===== src/design/tagged_packet_buffer_pool_defines.svh =====
// Assertion macros for the tagged packet buffer pool.
// No dependencies; included by files that carry concurrent checks.
`ifndef TAGGED_PACKET_BUFFER_POOL_DEFINES_SVH
`define TAGGED_PACKET_BUFFER_POOL_DEFINES_SVH

// same-cycle implication
`define TPBP_CHECK(label, clk, rst_n, ante, cons, msg) \
    label: assert property (@(posedge clk) disable iff (!(rst_n)) (ante) |-> (cons)) \
        else $error(msg);

// next-cycle implication
`define TPBP_CHECK_NEXT(label, clk, rst_n, ante, cons, msg) \
    label: assert property (@(posedge clk) disable iff (!(rst_n)) (ante) |=> (cons)) \
        else $error(msg);

`endif


===== src/design/tpbp_pkg.sv =====
// Shared types and constants for the tagged packet buffer pool.
// No dependencies; imported by tpbp_cell, the top level and the testbench.
package tpbp_pkg;

    localparam int SLOTS      = 16;
    localparam int IDX_W      = 8;
    localparam int CODE_W     = 8;
    localparam int KIND_W     = 3;
    localparam int ADDR_W     = 64;
    localparam int SLOT_OUT_W = 4;
    localparam int CFG_IDX_W  = 3;

    localparam logic [CODE_W-1:0] RST_CODE_FREE         = 8'd0;
    localparam logic [CODE_W-1:0] RST_CODE_POOL         = 8'd1;
    localparam logic [CODE_W-1:0] RST_CODE_MAC_TO_UPPER = 8'd2;
    localparam logic [CODE_W-1:0] RST_CODE_MAC          = 8'd3;
    localparam logic [CODE_W-1:0] RST_CODE_UPPER_TO_MAC = 8'd4;
    localparam logic [CODE_W-1:0] RST_CODE_UPPER        = 8'd5;

    typedef enum logic [2:0] {
        ACT_ALLOC      = 3'd0,
        ACT_REL_SLOT   = 3'd1,
        ACT_REL_OWNER  = 3'd2,
        ACT_FIND_SENT  = 3'd3,
        ACT_FIND_RECV  = 3'd4,
        ACT_FIND_DATA  = 3'd5,
        ACT_FIND_ADV   = 3'd6,
        ACT_SET_TAGS   = 3'd7
    } t_action;

    typedef enum logic [CFG_IDX_W-1:0] {
        CFG_FREE         = 3'd0,
        CFG_POOL         = 3'd1,
        CFG_MAC_TO_UPPER = 3'd2,
        CFG_MAC          = 3'd3,
        CFG_UPPER_TO_MAC = 3'd4,
        CFG_UPPER        = 3'd5
    } t_cfg_reg;

    typedef struct packed {
        logic [CODE_W-1:0] free_c;
        logic [CODE_W-1:0] pool_c;
        logic [CODE_W-1:0] mac_to_upper_c;
        logic [CODE_W-1:0] mac_c;
        logic [CODE_W-1:0] upper_to_mac_c;
        logic [CODE_W-1:0] upper_c;
    } t_codes;

    // transaction travelling down the cell row, with its running result
    typedef struct packed {
        t_action               action;
        logic [IDX_W-1:0]      slot_index;
        logic [CODE_W-1:0]     owner;
        logic [CODE_W-1:0]     creator;
        logic [KIND_W-1:0]     kind;
        logic [ADDR_W-1:0]     addr;
        logic                  found;
        logic [SLOT_OUT_W-1:0] slot;
    } t_op;

endpackage


===== src/design/tpbp_cell.sv =====
// One slot of the pool: its tags plus one stage of the transaction row.
// Depends on tpbp_pkg.
module tpbp_cell
    import tpbp_pkg::*;
(
    input  logic             i_clk,
    input  logic             i_rst_n,
    input  logic             i_adv,
    input  logic [IDX_W-1:0] i_cell_idx,
    input  t_codes           i_codes,
    input  logic             i_valid,
    input  t_op              i_op,
    output logic             o_valid,
    output t_op              o_op
);

    logic [CODE_W-1:0] r_owner, n_owner;
    logic [CODE_W-1:0] r_creator, n_creator;
    logic [KIND_W-1:0] r_kind, n_kind;
    logic [ADDR_W-1:0] r_addr, n_addr;
    logic              r_valid;
    t_op               r_op, n_op;
    logic              hit_idx;
    logic              mtu_owner;
    logic              utm_owner;

    assign hit_idx   = (i_op.slot_index == i_cell_idx);
    assign mtu_owner = (r_owner == i_codes.mac_to_upper_c);
    assign utm_owner = (r_owner == i_codes.upper_to_mac_c);

    always_comb begin
        n_owner   = r_owner;
        n_creator = r_creator;
        n_kind    = r_kind;
        n_addr    = r_addr;
        n_op      = i_op;
        case (i_op.action)
            ACT_ALLOC: begin
                if (!i_op.found && r_owner == i_codes.free_c) begin
                    n_owner    = i_codes.pool_c;
                    n_op.found = 1'b1;
                    n_op.slot  = i_cell_idx[SLOT_OUT_W-1:0];
                end
            end
            ACT_REL_SLOT: begin
                if (hit_idx) begin
                    n_owner    = i_codes.free_c;
                    n_creator  = i_codes.free_c;
                    n_kind     = '0;
                    n_addr     = '0;
                    n_op.found = 1'b1;
                    n_op.slot  = i_cell_idx[SLOT_OUT_W-1:0];
                end
            end
            ACT_REL_OWNER: begin
                if (r_owner == i_op.owner) begin
                    n_owner   = i_codes.free_c;
                    n_creator = i_codes.free_c;
                    n_kind    = '0;
                    n_addr    = '0;
                    // lowest freed index wins
                    if (!i_op.found) begin
                        n_op.found = 1'b1;
                        n_op.slot  = i_cell_idx[SLOT_OUT_W-1:0];
                    end
                end
            end
            ACT_FIND_SENT: begin
                if (!i_op.found && mtu_owner && r_creator != i_codes.mac_c) begin
                    n_op.found = 1'b1;
                    n_op.slot  = i_cell_idx[SLOT_OUT_W-1:0];
                end
            end
            ACT_FIND_RECV: begin
                if (!i_op.found && mtu_owner && r_creator == i_codes.mac_c) begin
                    n_op.found = 1'b1;
                    n_op.slot  = i_cell_idx[SLOT_OUT_W-1:0];
                end
            end
            ACT_FIND_DATA: begin
                // a kind of zero means no address and never matches
                if (!i_op.found && utm_owner && i_op.kind != '0 &&
                    r_kind == i_op.kind && r_addr == i_op.addr) begin
                    n_op.found = 1'b1;
                    n_op.slot  = i_cell_idx[SLOT_OUT_W-1:0];
                end
            end
            ACT_FIND_ADV: begin
                if (!i_op.found && utm_owner && r_creator == i_codes.upper_c) begin
                    n_op.found = 1'b1;
                    n_op.slot  = i_cell_idx[SLOT_OUT_W-1:0];
                end
            end
            ACT_SET_TAGS: begin
                if (hit_idx) begin
                    n_owner    = i_op.owner;
                    n_creator  = i_op.creator;
                    n_kind     = i_op.kind;
                    n_addr     = i_op.addr;
                    n_op.found = 1'b1;
                    n_op.slot  = i_cell_idx[SLOT_OUT_W-1:0];
                end
            end
            default: begin
                n_op = i_op;
            end
        endcase
    end

    always_ff @(posedge i_clk) begin
        if (!i_rst_n) begin
            r_owner   <= RST_CODE_FREE;
            r_creator <= RST_CODE_FREE;
            r_kind    <= '0;
            r_addr    <= '0;
            r_valid   <= 1'b0;
        end else if (i_adv) begin
            r_valid <= i_valid;
            if (i_valid) begin
                r_owner   <= n_owner;
                r_creator <= n_creator;
                r_kind    <= n_kind;
                r_addr    <= n_addr;
            end
        end
    end

    always_ff @(posedge i_clk) begin
        if (i_adv) begin
            r_op <= n_op;
        end
    end

    assign o_valid = r_valid;
    assign o_op    = r_op;

endmodule


===== config.mk =====
export PLATFORM = sky130hd
export DESIGN_NAME = tpbp_cell
export DESIGN_NICKNAME = d
export VERILOG_FILES = /design/src/design/tagged_packet_buffer_pool_defines.svh /design/src/design/tpbp_pkg.sv /design/src/design/tpbp_cell.sv
export SDC_FILE = /design/constraint.sdc
export NUM_CORES = 1
export LEC_CHECK = 0
export BUFFER_PORTS_ARGS = -buffer_cell sky130_fd_sc_hd__buf_2
export CORE_MARGIN = 3
export CORE_UTILIZATION = 31
export DETAILED_ROUTE_END_ITERATION = 7
export PLACE_DENSITY = 0.64
export SLEW_MARGIN = 20
export SYNTH_ARGS = -nofsm -noshare
export SYNTH_HDL_FRONTEND = slang
export SYNTH_SLANG_ARGS = --single-unit

===== constraint.sdc =====
create_clock -name i_clk -period 2.98 [get_ports i_clk]
set_input_delay 0 -clock i_clk [delete_from_list [all_inputs] [get_ports i_clk]]
set_output_delay 0 -clock i_clk [all_outputs]
set_load 0.01 [all_outputs]

==> impl_metrics.json <==
{
  "clock_path_buffers": 2,
  "grt_max_degree": 92,
  "wl_per_cell_um": 17.1,
  "critPathSlowestCell": "nor4_1",
  "first_pass_iters": 5,
  "cts_buffers": 17,
  "nFillCells": 2430,
  "die-area_sq_mm": 0.0286,
  "core_sq_mm": 0.0261,
  "synth-edff-count": 99,
  "fin_crit_sh": 0.878,
  "io_buffers": 258,
  "grtUsageMet3": 0.0268,
  "gr-total-overflow": 0,
  "route.antenna.remaining_nets": 0,
  "grt_util_met1": 0.219,
  "cts_tree": "built",
  "die_x_um": 169,
  "use_met2": 0.284,
  "final_cells": 1447,
  "synth_nets": 917,
  "powerDensity_mw_per_mm2": 498,
  "period_needed_ns": 2.62,
  "cts_sinks": 183,
  "dp.cells": 1305,
  "final_nets": 1256,
  "drive_gt1_frac": 0.286,
  "syn_area_per_cell_sq_um": 10.9,
  "yosys_warnings": 0,
  "max-slew-margin-rel": 0.462,
  "crit_path_max_incr_delay_ns": 0.41,
  "crit_path_end_kind": "register",
  "cp_cell_sequence": "xnor2_1 -> nand4_1 -> nor4_1 -> nand3_1 -> nor4_1 -> buf_4 -> o221a_2 -> mux2_2",
  "ios": 259,
  "drc": 0,
  "synthFlopType": "edfxtp_1",
  "die_h_um": 169,
  "arrival_ns": 2.79,
  "finalMaxSlewViolations": 0,
  "synth.distinct_cells": 39,
  "required_ns": 3.16,
  "total_power_w": 0.00568,
  "cap_violations": 0,
  "grt_pass1_vias": 6759,
  "top_usage_layer": "met2",
  "start_util": 0.316,
  "worst_pin_slew_ns": 0.802,
  "vias": 6993,
  "path_buf_inv": 1,
  "worstHoldPathType": "in2reg",
  "tns_ns": 0,
  "clock_skew_ns": 0.00989,
  "synthArstFlopShare": 0,
  "netlist_area_sq_mm": 0.00826,
  "dp_hpwl_um": 17500,
  "cp_top_family": "simple AND/OR/NAND/NOR gates",
  "place_congestion": 0.885,
  "max_freq_mhz": 382,
  "synth_seq_cells": 183,
  "root_buffer": "clkbuf_16",
  "critPathLaunchType": "register",
  "crit_top_cell": "nor4_1",
  "antenna_found_initial": 2,
  "htreeDepth": 4,
  "ys_seq_area_frac": 0.564,
  "rsz0062_at_grt": "no",
  "layout_common_cells": "256 x buf_2, 144 x nand3_1, 108 x dlygate4sd3_1, 99 x edfxtp_1, 84 x dfxtp_1",
  "cts.clk_slew.worst_paths_ns": 0.07,
  "routed_wl_um": 24800,
  "path_max_fanout": 4,
  "irDropWorstVdd_mv": 0.287,
  "setup_viol": 0,
  "grt_pass1_wl_um": 37300,
  "ctsResizeCount": 0,
  "dp_worst_setup_slack_ns": 0.365,
  "setup_ws_ns": 0.363,
  "final_common_cell": "buf_2",
  "syn_inst": 758,
  "rows": 59,
  "leakage_nw": 4.53,
  "outcome": "complete, no violations",
  "drt_iter0_drc": 485,
  "hold_viol_final": 0,
  "crit_type": "reg2reg",
  "clk_latency_ns": 0.43,
  "grtUsageTotal": 0.167,
  "syn2layout_area_growth_pct": 38.3,
  "vias_per_cell": 4.83
}
==> worst paths after layout <==
kind / from / cells past startpoint / slack, ns / endpoint
setup / recovery: r_addr[14]$_SDFFE_PN0P_ / 8 / 0.36 / o_op[0]$_DFFE_PP_
hold / removal: i_codes[38] / 5 / 0.03 / r_owner[6]$_SDFFE_PN0P_
setup reg to reg: r_addr[14]$_SDFFE_PN0P_ / 8 / 0.36 / o_op[0]$_DFFE_PP_
hold reg to reg: r_addr[13]$_SDFFE_PN0P_ / 2 / 0.47 / r_addr[13]$_SDFFE_PN0P_
==> cells in the mapped netlist (2+ instances only) <==
| cell type | n | share of area |
|---|---|---|
| mux2i_1 | 17 | 0.021 |
| nor4_2 | 2 | 0.0030 |
| a22oi_1 | 8 | 0.0073 |
| nor3_1 | 6 | 0.0036 |
| o21ai_0 | 59 | 0.036 |
| dfxtp_1 | 84 | 0.20 |
| nand4_1 | 17 | 0.013 |
| nand2b_1 | 2 | 0.0015 |
| nor2_1 | 16 | 0.0073 |
| o21ai_1 | 27 | 0.016 |
| nor2b_1 | 2 | 0.0015 |
| buf_2 | 14 | 0.0085 |
| xnor2_1 | 50 | 0.053 |
| buf_6 | 10 | 0.014 |
| xor2_1 | 73 | 0.077 |
| buf_4 | 2 | 0.0018 |
| buf_1 | 8 | 0.0036 |
| a21boi_0 | 3 | 0.0027 |
| nand2_1 | 31 | 0.014 |
| nor4_1 | 20 | 0.015 |
| mux2_2 | 12 | 0.016 |
| nand3_1 | 144 | 0.087 |
| edfxtp_1 | 99 | 0.36 |
| clkbuf_1 | 25 | 0.011 |
| inv_1 | 3 | 0.0014 |
| a21oi_1 | 11 | 0.0067 |
==> worst min-delay path, cell delays in order <==
cell	delay, ns
buf_2	0.10
a22oi_1	0.07
o21ai_0	0.07
nand2_1	0.06
mux2i_1	0.11
==> flip-flops by register name, summed over array words and instances, names as in the netlist <==
| name | count |
|---|---|
| o_op | 99 |
| o_valid | 1 |
| r_addr | 64 |
| r_creator | 8 |
| r_kind | 3 |
| r_owner | 8 |
==> where the power goes <==
part / switching (W) / internal, W / leakage (nW)
Sequential: 0.0000313 / 0.00278 / 1.65
Clock: 0.000999 / 0.00109 / 0.265
Combinational: 0.000425 / 0.000354 / 2.62
==> layout make-up <==
type	count	area, sq um	share of cell area
inverter	3	11.3	0.000986
multi-input combinational	513	3290	0.288
sequential	183	4650	0.408
timing repair buffer	379	2510	0.220
clock buffer	21	440	0.0386
antenna	2	5.00	0.000438
clock inverter	11	88.8	0.00778
tap	335	419	0.0367
==> metal layers <==
| layer | wire length [um] | vias up |
|---|---|---|
| met5 | 0 | - |
| met4 | 439 | 0 |
| met3 | 1230 | 29 |
| met2 | 12300 | 229 |
| met1 | 10800 | 3312 |
| li1 | - | 3423 |
==> cell families (layout without fill, tap and decap cells) <==
group                     count (synthesis)  in the layout  share of synthesized area
muxes                                    29             29                     0.0370
buffers and inverters                    62            414                     0.0403
DFF                                     183            183                      0.564
other                                     0              2                          0
AOI/OAI and AO/OA                       120            120                     0.0815
and+or+nand+nor                         241            241                      0.147
xor gates and xnor gates                123            123                      0.130
==> stage by stage <==
step           hold WS, ns  instance area [sq um]  utilization
2_1_floorplan       0.0989                   8260            -
3_3_place_gp         0.200                   9800        0.375
3_5_place_dp         0.197                   9800        0.375
4_1_cts           0.000168                  11400        0.437
5_1_grt             0.0532                  11400        0.437
6_report            0.0297                  11400        0.437
==> repair_timing <==
| action | CTS | global route |
|---|---|---|
| setup buffers | 0 | 0 |
| endpoints found under the hold margin | 173 | 0 |
| hold buffers | 108 | 0 |
(Power assumes the default switching activity.)
